===== config.mk =====
export PLATFORM = sky130hd
export DESIGN_NAME = edf_ready_queue_unit
export DESIGN_NICKNAME = d
export VERILOG_FILES = /design/src/edfq_pkg.sv /design/src/edf_ready_queue_unit.sv /design/src/edfq_cell.sv
export SDC_FILE = /design/constraint.sdc
export NUM_CORES = 2
export LEC_CHECK = 0
export ABC_AREA = 1
export BUFFER_PORTS_ARGS = -buffer_cell sky130_fd_sc_hd__buf_2
export CORE_MARGIN = 5
export CORE_UTILIZATION = 57
export DETAILED_ROUTE_END_ITERATION = 8
export HOLD_SLACK_MARGIN = 0.15
export PLACE_DENSITY = 0.78
export SYNTH_ARGS = -nofsm -noshare
export SYNTH_HDL_FRONTEND = slang
export SYNTH_SLANG_ARGS = --single-unit

===== constraint.sdc =====
create_clock -name clock -period 4.71 [get_ports clock]
set_clock_uncertainty 0.1 [all_clocks]
set_input_delay 0.7065 -clock clock [delete_from_list [all_inputs] [get_ports clock]]
set_output_delay 0.7065 -clock clock [all_outputs]
set_load 0.02 [all_outputs]

===== src/edfq_pkg.sv =====
`default_nettype none
// ----------------------------------------------------------------------------
// EDF ready queue package
// Shared widths, command and status codes, cell entry type and cell control
// for the ready queue chain.
// ----------------------------------------------------------------------------
package edfq_pkg;

   localparam int QUEUE_SLOTS_DEF = 16;
   localparam int TID_W           = 15;
   localparam int DL_W            = 32;
   localparam int CMD_W           = 2;
   localparam int STATUS_W        = 2;
   localparam int COUNT_OUT_W     = 5;

   localparam logic [CMD_W-1:0] CMD_ENQ  = 2'd0;
   localparam logic [CMD_W-1:0] CMD_DEQ  = 2'd1;
   localparam logic [CMD_W-1:0] CMD_PICK = 2'd2;
   localparam logic [CMD_W-1:0] CMD_NONE = 2'd3;

   localparam logic [STATUS_W-1:0] ST_OK     = 2'd0;
   localparam logic [STATUS_W-1:0] ST_FULL   = 2'd1;
   localparam logic [STATUS_W-1:0] ST_ABSENT = 2'd2;
   localparam logic [STATUS_W-1:0] ST_DUP    = 2'd3;

   typedef enum logic [1:0] {
      CELL_HOLD,
      CELL_FROM_ABOVE,
      CELL_FROM_BELOW
   } cell_op_type;

   typedef struct packed {
      logic             valid;
      logic [TID_W-1:0] tid;
      logic [DL_W-1:0]  deadline;
   } cell_type;

   typedef struct packed {
      cell_op_type      op;
      logic [TID_W-1:0] key;
   } cell_ctl_type;

endpackage
`default_nettype wire


===== src/edf_ready_queue_unit.sv =====
`default_nettype none
// ----------------------------------------------------------------------------
// EDF ready queue unit
// Earliest-deadline-first ready queue built as a chain of slot cells.
// ----------------------------------------------------------------------------
//  channel | direction | handshake         | payload
//  req_    | in        | req_valid/stall   | command, task_id, deadline
//  rsp_    | out       | rsp_valid/stall   | status, picked_*, nearest, count
//
//  Enqueue and unused command pass the check, decide and done states. Dequeue of
//  a queued id adds a shift state and a scan; pick adds a scan, whose length is
//  set by one full rotation of the cell chain past the head cell.
//  Reset clears the valid bit of every cell and the count, and sets the nearest
//  deadline to all ones. The result register holds while rsp_stall is high;
//  the next request is taken while the previous result waits.
// ----------------------------------------------------------------------------
module edf_ready_queue_unit #(
   parameter int QUEUE_SLOTS = edfq_pkg::QUEUE_SLOTS_DEF
) (
   input  wire                               clock,
   input  wire                               reset,
   input  wire                               req_valid,
   output logic                              req_stall,
   input  wire  [edfq_pkg::CMD_W-1:0]        req_command,
   input  wire  [edfq_pkg::TID_W-1:0]        req_task_id,
   input  wire  [edfq_pkg::DL_W-1:0]         req_deadline,
   output logic                              rsp_valid,
   input  wire                               rsp_stall,
   output logic [edfq_pkg::STATUS_W-1:0]     rsp_status,
   output logic                              rsp_picked_valid,
   output logic [edfq_pkg::TID_W-1:0]        rsp_picked_task,
   output logic [edfq_pkg::DL_W-1:0]         rsp_nearest_deadline,
   output logic [edfq_pkg::COUNT_OUT_W-1:0]  rsp_running_count
);
   import edfq_pkg::*;

   localparam int CNT_W = $clog2(QUEUE_SLOTS + 1);
   localparam int IDX_W = $clog2(QUEUE_SLOTS);

   typedef enum logic [2:0] {
      S_IDLE,
      S_CHECK,
      S_DECIDE,
      S_SHIFT,
      S_SCAN,
      S_DONE
   } state_type;

   state_type              state_ff;
   logic [CMD_W-1:0]       cmd_ff;
   logic [TID_W-1:0]       key_id_ff;
   logic [DL_W-1:0]        key_dl_ff;
   logic [QUEUE_SLOTS-1:0] hit_id_ff;
   logic [IDX_W-1:0]       sel_ff;
   logic [IDX_W-1:0]       rot_ff;
   logic [DL_W-1:0]        best_ff;
   logic                   found_ff;
   logic [TID_W-1:0]       ptask_ff;
   logic [DL_W-1:0]        nearest_ff;
   logic [CNT_W-1:0]       count_ff;
   logic [STATUS_W-1:0]    status_ff;

   logic                   rsp_valid_ff;
   logic [STATUS_W-1:0]    rsp_status_ff;
   logic                   rsp_pvalid_ff;
   logic [TID_W-1:0]       rsp_ptask_ff;
   logic [DL_W-1:0]        rsp_nearest_ff;
   logic [CNT_W-1:0]       rsp_count_ff;

   cell_ctl_type           ctl      [QUEUE_SLOTS];
   cell_type               above    [QUEUE_SLOTS];
   cell_type               below    [QUEUE_SLOTS];
   cell_type               entry    [QUEUE_SLOTS];
   logic [QUEUE_SLOTS-1:0] id_hit;
   logic [QUEUE_SLOTS-1:0] valid_vec;

   cell_type               new_entry;
   cell_type               tail_fill;
   cell_type               head;
   logic                   any_id;
   logic                   is_full;
   logic                   do_push;
   logic [IDX_W-1:0]       sel_in;
   logic [DL_W-1:0]        best_in;
   logic [CNT_W+COUNT_OUT_W-1:0] count_ext;

   assign any_id  = |hit_id_ff;
   assign is_full = (count_ff == CNT_W'(QUEUE_SLOTS));
   assign do_push = (state_ff == S_DECIDE) && (cmd_ff == CMD_ENQ) && !any_id && !is_full;
   assign head    = entry[0];

   assign new_entry.valid    = 1'b1;
   assign new_entry.tid      = key_id_ff;
   assign new_entry.deadline = key_dl_ff;

   // ids are unique, so the match vector has at most one bit set and encodes by OR
   always_comb begin
      sel_in = '0;
      for (int b = 0; b < IDX_W; b++) begin
         for (int i = 0; i < QUEUE_SLOTS; i++) begin
            if (((i >> b) & 1) == 1) begin
               sel_in[b] = sel_in[b] | hit_id_ff[i];
            end
         end
      end
   end

   always_comb begin
      if (state_ff == S_SCAN) begin
         tail_fill = entry[0];
      end else begin
         tail_fill = '0;
      end
   end

   always_comb begin
      for (int i = 0; i < QUEUE_SLOTS; i++) begin
         ctl[i].key = key_id_ff;
         ctl[i].op  = CELL_HOLD;
         case (state_ff)
            S_DECIDE: begin
               if (do_push) begin
                  ctl[i].op = CELL_FROM_ABOVE;
               end
            end
            S_SHIFT: begin
               if (IDX_W'(i) >= sel_ff) begin
                  ctl[i].op = CELL_FROM_BELOW;
               end
            end
            S_SCAN: begin
               ctl[i].op = CELL_FROM_BELOW;
            end
            default: begin
               ctl[i].op = CELL_HOLD;
            end
         endcase
         above[i]     = (i == 0) ? new_entry : entry[(i == 0) ? 0 : i - 1];
         below[i]     = (i == QUEUE_SLOTS - 1) ? tail_fill
                        : entry[(i == QUEUE_SLOTS - 1) ? i : i + 1];
         valid_vec[i] = entry[i].valid;
      end
   end

   for (genvar g = 0; g < QUEUE_SLOTS; g++) begin : g_cell
      edfq_cell u_cell (
         .clock  (clock),
         .reset  (reset),
         .ctl    (ctl[g]),
         .above  (above[g]),
         .below  (below[g]),
         .entry  (entry[g]),
         .id_hit (id_hit[g])
      );
   end

   assign best_in = (head.valid && (head.deadline < best_ff)) ? head.deadline : best_ff;

   always_ff @(posedge clock) begin
      if (reset) begin
         state_ff     <= S_IDLE;
         nearest_ff   <= '1;
         count_ff     <= '0;
         found_ff     <= 1'b0;
         rsp_valid_ff <= 1'b0;
      end else begin
         if (rsp_valid_ff && !rsp_stall && (state_ff != S_DONE)) begin
            rsp_valid_ff <= 1'b0;
         end
         case (state_ff)
            S_IDLE: begin
               if (req_valid) begin
                  cmd_ff    <= req_command;
                  key_id_ff <= req_task_id;
                  key_dl_ff <= req_deadline;
                  found_ff  <= 1'b0;
                  ptask_ff  <= '0;
                  status_ff <= ST_OK;
                  state_ff  <= S_CHECK;
               end
            end
            S_CHECK: begin
               hit_id_ff <= id_hit;
               state_ff  <= S_DECIDE;
            end
            S_DECIDE: begin
               rot_ff  <= '0;
               best_ff <= '1;
               sel_ff  <= sel_in;
               case (cmd_ff)
                  CMD_ENQ: begin
                     state_ff <= S_DONE;
                     if (any_id) begin
                        status_ff <= ST_DUP;
                     end else if (is_full) begin
                        status_ff <= ST_FULL;
                     end else begin
                        count_ff <= count_ff + 1'b1;
                        if (key_dl_ff < nearest_ff) begin
                           nearest_ff <= key_dl_ff;
                        end
                     end
                  end
                  CMD_DEQ: begin
                     if (any_id) begin
                        state_ff <= S_SHIFT;
                     end else begin
                        status_ff <= ST_ABSENT;
                        state_ff  <= S_DONE;
                     end
                  end
                  CMD_PICK: begin
                     state_ff <= S_SCAN;
                  end
                  default: begin
                     state_ff <= S_DONE;
                  end
               endcase
            end
            S_SHIFT: begin
               if (count_ff != '0) begin
                  count_ff <= count_ff - 1'b1;
               end
               state_ff <= S_SCAN;
            end
            S_SCAN: begin
               best_ff <= best_in;
               rot_ff  <= rot_ff + 1'b1;
               if ((cmd_ff == CMD_PICK) && !found_ff && head.valid &&
                   (head.deadline == nearest_ff)) begin
                  found_ff <= 1'b1;
                  ptask_ff <= head.tid;
               end
               if (rot_ff == IDX_W'(QUEUE_SLOTS - 1)) begin
                  if (cmd_ff == CMD_DEQ) begin
                     nearest_ff <= best_in;
                  end
                  state_ff <= S_DONE;
               end
            end
            S_DONE: begin
               if (!rsp_valid_ff || !rsp_stall) begin
                  rsp_valid_ff   <= 1'b1;
                  rsp_status_ff  <= status_ff;
                  rsp_pvalid_ff  <= found_ff;
                  rsp_ptask_ff   <= found_ff ? ptask_ff : '0;
                  rsp_nearest_ff <= nearest_ff;
                  rsp_count_ff   <= count_ff;
                  state_ff       <= S_IDLE;
               end
            end
            default: begin
               state_ff <= S_IDLE;
            end
         endcase
      end
   end

   assign count_ext = {{COUNT_OUT_W{1'b0}}, rsp_count_ff};

   assign req_stall            = (state_ff != S_IDLE);
   assign rsp_valid            = rsp_valid_ff;
   assign rsp_status           = rsp_status_ff;
   assign rsp_picked_valid     = rsp_pvalid_ff;
   assign rsp_picked_task      = rsp_ptask_ff;
   assign rsp_nearest_deadline = rsp_nearest_ff;
   assign rsp_running_count    = count_ext[COUNT_OUT_W-1:0];

`ifndef SYNTHESIS
   a_count_bound: assert property (@(posedge clock) disable iff (reset)
      count_ff <= CNT_W'(QUEUE_SLOTS))
      else $error("queued count above slot count");

   a_count_matches_cells: assert property (@(posedge clock) disable iff (reset)
      state_ff == S_IDLE |-> $countones(valid_vec) == 32'(count_ff))
      else $error("queued count disagrees with valid cells");

   a_unique_ids: assert property (@(posedge clock) disable iff (reset)
      state_ff == S_DECIDE |-> $onehot0(hit_id_ff))
      else $error("task id held in more than one cell");

   a_packed_list: assert property (@(posedge clock) disable iff (reset)
      state_ff == S_IDLE && !valid_vec[0] |-> valid_vec == '0)
      else $error("live entries not packed at the head");
`endif

endmodule
`default_nettype wire


===== src/edfq_cell.sv =====
`default_nettype none
// ----------------------------------------------------------------------------
// EDF ready queue cell
// One slot of the chain: holds an entry, loads from either neighbor, and
// flags an id match against the broadcast key.
// ----------------------------------------------------------------------------
module edfq_cell (
   input  wire                         clock,
   input  wire                         reset,
   input  wire edfq_pkg::cell_ctl_type ctl,
   input  wire edfq_pkg::cell_type     above,
   input  wire edfq_pkg::cell_type     below,
   output edfq_pkg::cell_type          entry,
   output logic                        id_hit
);
   import edfq_pkg::*;

   cell_type entry_ff;
   cell_type entry_in;

   always_comb begin
      case (ctl.op)
         CELL_HOLD:       entry_in = entry_ff;
         CELL_FROM_ABOVE: entry_in = above;
         CELL_FROM_BELOW: entry_in = below;
         default:         entry_in = entry_ff;
      endcase
      if (reset) begin
         entry_in.valid = 1'b0;
      end
   end

   always_ff @(posedge clock) begin
      entry_ff <= entry_in;
   end

   assign entry  = entry_ff;
   assign id_hit = entry_ff.valid && (entry_ff.tid == ctl.key);

endmodule
`default_nettype wire


# Word-level counts from Yosys, hierarchy flattened
# Index checks and enable logic that the tools add are counted.
op_classes:
  n_reduce_logical: 67
  bitwise_logic: 29
  magnitude_cmp: 18
  eq_ne: 72
  n_addsub: 3
  n_mux: 86
ops:
  columns: ["operator", "count"]
  rows:
  - ["48-bit one-hot mux with 2 select lines", 16]
  - ["15-bit == test", 16]
  - ["32-bit two-way mux", 7]
  - ["32-bit one-hot mux with 2 select lines", 2]
  - ["2-bit one-hot mux with 3 select lines", 16]
  - ["32-bit less-than comparator", 2]
  - ["48-bit two-way mux", 1]
  - ["2-bit two-way mux", 20]
  - ["2-bit nonzero test", 20]
  - ["2-bit by 1-bit == test with 1-bit output, second input constant", 17]
  - ["2-bit == test, second input constant", 17]
  - ["32-bit == test", 1]
  - ["4-bit >= comparator, first input constant", 8]
  - ["15-bit two-way mux", 2]
  - ["15-bit one-hot mux with 2 select lines", 1]
  - ["1-bit OR", 28]
  - ["1-bit logical AND", 25]
  - ["5-bit two-way mux", 4]
  - ["3-bit one-hot mux with 6 select lines", 1]
  - ["3-bit by 4-bit >= comparator with 1-bit output, first input constant", 4]
  - ["16-bit OR reduction", 1]
  - ["3-bit two-way mux", 4]
  - ["3-bit AND reduction", 4]
  - ["2-bit by 1-bit != test with 1-bit output, second input constant", 5]
  - ["32 further kinds", 53]
totals:
  regBits: 987
  out_inout_bits: 57

# Logic depth before layout (Yosys ltp)
logic_depth:
  ltp_word: 8
  depth_mapped: 18
  mapped_depth_nobuf: 17

# Cells and area by module
# Synthesis repeated with hierarchy kept, for this count alone.
unflattened:
  hier_cells: 4149
  area_unflattened_um2: 49069.6
modules_own_cells:
  columns: ["module", "area_each_um2", "seq_area_each_um2", "instances", "cells_per_inst"]
  rows:
  - ["edfq_cell", 2384.8, 1431.4, 16, 186]
  - ["edf_ready_queue_unit", 10913.0, 6155.9, 1, 1173]

# Worst setup path after synthesis
# OpenSTA, ideal clock, no wires.
synth_path:
  path_type: "input port to flip-flop"
  startpoint: "in reset"
  endpoint: "reg rsp_nearest_ff[0] (netlist: rsp_nearest_deadline[0]) (enable)"
  arrival_ns: 3.578
  n_path_buf: 2
  path_stages: 5
  slack_ns: 0.564
  required_ns: 4.142
  setup_time_ns: 0.468
  cell_sequence: "clkbuf_1 -> inv_1 -> clkbuf_1 -> nand2_1 -> nor2_1"
synth_between:
  elab_chain_cells: 2
synth_rtl:
  columns: ["element", "line", "text"]
  rows:
  - ["from (decl)", "edf_ready_queue_unit.sv:21", "input wire reset,"]
  - ["1-bit inverter (no source line)", null, null]
  - ["3-bit AND reduction (no source line)", null, null]
  - ["to (signal assigned)", "edf_ready_queue_unit.sv:247", "rsp_nearest_ff <= nearest_ff;"]
  - ["to (decl)", "edf_ready_queue_unit.sv:67", "logic [DL_W-1:0] rsp_nearest_ff;"]
# No other way between the ends.
# A chain may end at the register's enable or synchronous reset.

==> results by stage <==
Setup path:
- The worst stage delay on the critical path is 0.65 ns.
- The slowest library cell on the worst path is sky130_fd_sc_hd__ha_4.
- For the worst setup path, the data required time is 5.12 ns.
- The top cell family by delay on the critical path is buffers and inverters.
- Walking the worst path, the cells encountered are inv_2 -> nor2_2 -> inv_1 -> nor2_1 -> buf_4 -> clkinv_1 -> nand2_1 -> inv_1 -> a31oi_1 -> ha_4 -> buf_4 -> nor2_1 -> a21oi_1.
- The critical path startpoint category is a flip-flop.
- The critical path contains buffers and inverters numbering 6 combined.
- By startpoint and endpoint, the worst setup path is classified as reg -> reg.
- For the worst setup path, the data arrival time is 3.88 ns.
- The top fanout value on the critical path is 59.
- The worst setup path is captured at a flip-flop.

STA:
- The worst slew margin relative to its limit is 18.6%.
- In the final timing run, aggregate negative setup slack is 0 ns.
- The max-slew violation count was 0.
- For the pin with the worst max-slew slack, the measured transition is 1.22 ns.
- Setup repair after global routing left no endpoint under its margin.
- The final period demand of the worst path is 3.47 ns.
- The final period utilization is 73.6%.
- The maximum operating frequency is 289 MHz.
- The final hold violation count is 0.
- The number of failing setup endpoints in the final timing report is 0.

Routing:
- Wires add up to 132 mm.
- In this run, the number of DRC markers left after iteration 0 of detailed routing was 4871.
- The routed layout has 34700 vias.
- After detailed routing, the average wire length per cell comes to 23.0 um.
- The residual DRC count is 0.
- The first detailed-routing pass took 8 iterations.
- The remaining antenna violation count is 0.
- Dividing the detail-routed via count by the number of cells gives 6.04.

Floorplanning:
- The floorplan step defined a core boundary enclosing 80000 um2.
- The initial core utilization is 57.2%.
- The chip width is 293 um.
- The number of top-level design ports is 110.
- The die covers 86100 um2.
- The vertical extent of the die is 293 um.
- After floorplanning, the core was divided into 104 placement rows.

CTS:
- After clock tree synthesis, the clock-pin slew on the worst setup and hold paths is 0.06 ns.
- No sink is reached through more buffers than the 3 on the longest clock path.
- The worst-skew pair later-pin latency is 0.69 ns.
- The number of H-tree levels is 3.
- The sink count of the clock tree is 987.
- Post-CTS timing repair inserted 0 buffers for setup.
- TritonCTS created 99 clock buffers.
- The cell sitting at the root of the clock tree is a sky130_fd_sc_hd__clkbuf_16.
- The TritonCTS clock tree is done.

Finish:
- The number of diodes is 0.
- Of the cells placed in the final design, the portion with a size suffix greater than 1 is 8.93%.
- The final layout contains 4736 nets.
- The relative area change from synthesis to final layout is 11.9%.
- The finished layout holds 5742 standard cells, fillers aside.

Flow run:
- The reported max-cap violation count is 0.

Power and ir drop:
- The analysis attributes to cell leakage a power of 19.5 nW.
- IR analysis of the VDD net gives a maximum drop of 0.000354 V.
- Dividing total power by cell area gives a power density of 473 nW/um2.

Synth:
- The share of synthesized area spent on multiplexers is 0.172%.
- The post-synthesis cell area is 45800 um2.
- The synthesized design contains 929 enable-type register cells.
- The total nets after synthesis is 4656.
- The gate count of the mapped netlist is 4517.
- After synthesis, the share of flip-flops with an asynchronous set or reset is 0%.
- After synthesis, the largest family of logic cells by area is compound AO/OA/AOI/OAI gates.
- The number of distinct library cells after synthesis is 44.
- The adder-cell area share of the yosys netlist is 2.37%.
- The most used flip-flop cell after synthesis is sky130_fd_sc_hd__edfxtp_1.
- The Yosys step of the flow raised 0 warnings.
- The area fraction in and, or, nand and nor cells after synthesis is 12.1%.
- The compound-cell area share of the yosys netlist is 13.2%.
- Synthesis inferred 987 register bits.
- The XOR/XNOR share of the synthesized area is 1.38%.
- The mean instance size in the synthesized netlist is 10.1 um2.
- Sequential elements use 63.5% of the synthesized area.

GRT:
- The aggregate global-route resource usage is 29.9%.
- Summed over all layers, the global routing overflow is 0.
- The number of global-route vias before repair is 34600.
- The number of antenna violations at the first check in global routing is 0.
- The first global-routing pass estimated 199 mm of wire.
- Entering global routing, the biggest net connects 97 pins.

Placed design:
- The number of placed instances, taps included is 5507.
- After legalization and detailed placement, the total HPWL measured 87.9 mm.
- The number of port buffers is 109.
- The final weighted congestion in routability-driven placement is 0.970.

Outcome:
- The flow ran to the end, and the final reports show no timing, DRC or antenna violations.

Hold path:
- The min-delay analysis places its worst path in the category in -> reg.
==> through the flow <==
step / total power, mW / hold WS, ns / area [um2] / worst slack (ns) / utilization (%)
floorplan: 14.5 / 0.300 / 45800 / 0.564 / -
global placement: 15.9 / 0.345 / 47400 / 1.49 / 59.3
global route: 25.1 / 0.283 / 51200 / 1.02 / 64.0
CTS: 24.1 / 0.247 / 51200 / 1.34 / 64.0
finish: 24.2 / 0.262 / 51200 / 1.24 / 64.0
detailed placement: 16.1 / 0.345 / 47400 / 1.33 / 59.3
==> area by class of cell <==
class	instances	area (um2)
well taps	1060	1330
fillers	6151	28800
repair buffers	227	1690
multi-input cells	2655	13500
inverters	627	2350
clock inverters	68	689
flip-flops and latches	987	29100
clock buffers	118	2610
==> cells by family (layout without fill, tap and decap cells) <==
group	after synthesis	count (layout)
xor gates and xnor gates	72	72
DFF	987	987
muxes	7	7
and+or+nand+nor	1390	1390
buffers and inverters	875	1040
AOI/OAI and AO/OA	1100	1100
adders and majority gates	86	86
==> synthesized netlist by cell type (all sizes together), types with 39 or more instances <==
| master | count | area (um2) |
|---|---|---|
| a21oi | 352 | 1890 |
| clkbuf | 210 | 788 |
| dfxtp | 58 | 1160 |
| edfxtp | 929 | 27900 |
| ha | 85 | 1060 |
| inv | 621 | 2330 |
| nand2 | 852 | 3200 |
| nand3 | 89 | 445 |
| nor2 | 370 | 1410 |
| nor4 | 39 | 244 |
| o21ai | 512 | 2560 |
| o22ai | 152 | 951 |
==> flip-flops by register name (all words and copies together) (netlist names) <==
register / flops
rsp_running_count: 5
key_dl_ff: 32
status_ff: 2
rsp_picked_task: 15
g_cell.u_cell.entry: 768
hit_id_ff: 16
rsp_valid: 1
rot_ff: 4
rsp_status: 2
rsp_picked_valid: 1
sel_ff: 4
count_ff: 5
state_ff: 3
best_ff: 32
nearest_ff: 32
key_id_ff: 15
ptask_ff: 15
rsp_nearest_deadline: 32
cmd_ff: 2
found_ff: 1
==> worst min-delay path: stages <==
cell	delay, ns
sky130_fd_sc_hd__buf_2	0.09
sky130_fd_sc_hd__nand2_1	0.10
sky130_fd_sc_hd__a21oi_1	0.07
==> metal layers <==
metal	routed length, um	vias to the layer above	track usage, %
met5	0	-	0
met4	9610	0	17.6
met3	12300	550	4.81
met2	63600	2123	49.9
met1	46700	16400	37.1
li1	-	15600	-
==> final timing paths <==
kind              cells after the start    startpoint  slack (ns)                          end
setup / recovery                     13   state_ff[1]        1.24  g_cell[12].u_cell.entry[23]
hold reg to reg                       0  status_ff[0]        0.36                rsp_status[0]
setup reg to reg                     13   state_ff[1]        1.24  g_cell[12].u_cell.entry[23]
hold / removal                        3     rsp_stall        0.26                    rsp_valid
==> what timing repair did <==
item,4_1_cts,5_1_grt
endpoints found under the hold margin,49,0
setup endpoints to repair,0,0
resized for setup,0,0
hold buffers,49,0
==> power breakdown <==
| part | internal, mW | switching, mW |
|---|---|---|
| combinational | 1.28 | 3.10 |
| clock | 4.59 | 3.56 |
| sequential | 11.0 | 0.685 |
==> cell usage in the layout, fill, tap and decap left out, types with 4 or more instances in the layout <==
master	n
sky130_fd_sc_hd__buf_12	11
sky130_fd_sc_hd__edfxtp_1	929
sky130_fd_sc_hd__nand3_1	89
sky130_fd_sc_hd__clkinv_2	27
sky130_fd_sc_hd__a21oi_2	31
sky130_fd_sc_hd__mux2_2	7
sky130_fd_sc_hd__a221oi_1	12
sky130_fd_sc_hd__dfxtp_1	58
sky130_fd_sc_hd__clkbuf_1	14
sky130_fd_sc_hd__o211ai_1	6
sky130_fd_sc_hd__ha_1	70
sky130_fd_sc_hd__clkbuf_8	4
sky130_fd_sc_hd__nor4_1	39
sky130_fd_sc_hd__ha_2	10
sky130_fd_sc_hd__clkbuf_16	100
sky130_fd_sc_hd__o21ai_0	510
sky130_fd_sc_hd__bufinv_16	11
sky130_fd_sc_hd__nor2_4	5
sky130_fd_sc_hd__buf_4	58
sky130_fd_sc_hd__buf_2	109
sky130_fd_sc_hd__a31oi_1	10
sky130_fd_sc_hd__o22ai_1	152
sky130_fd_sc_hd__a2111oi_0	11
sky130_fd_sc_hd__clkinv_1	24
sky130_fd_sc_hd__o31ai_1	35
sky130_fd_sc_hd__nor3_1	14
sky130_fd_sc_hd__nand4_1	21
sky130_fd_sc_hd__nand2_1	850
sky130_fd_sc_hd__xnor2_1	38
sky130_fd_sc_hd__xor2_1	34
sky130_fd_sc_hd__a21oi_1	320
sky130_fd_sc_hd__nor2_1	364
sky130_fd_sc_hd__inv_1	598
sky130_fd_sc_hd__inv_2	23
sky130_fd_sc_hd__dlygate4sd3_1	49
sky130_fd_sc_hd__ha_4	5
Power figures use the tool's default switching activity.
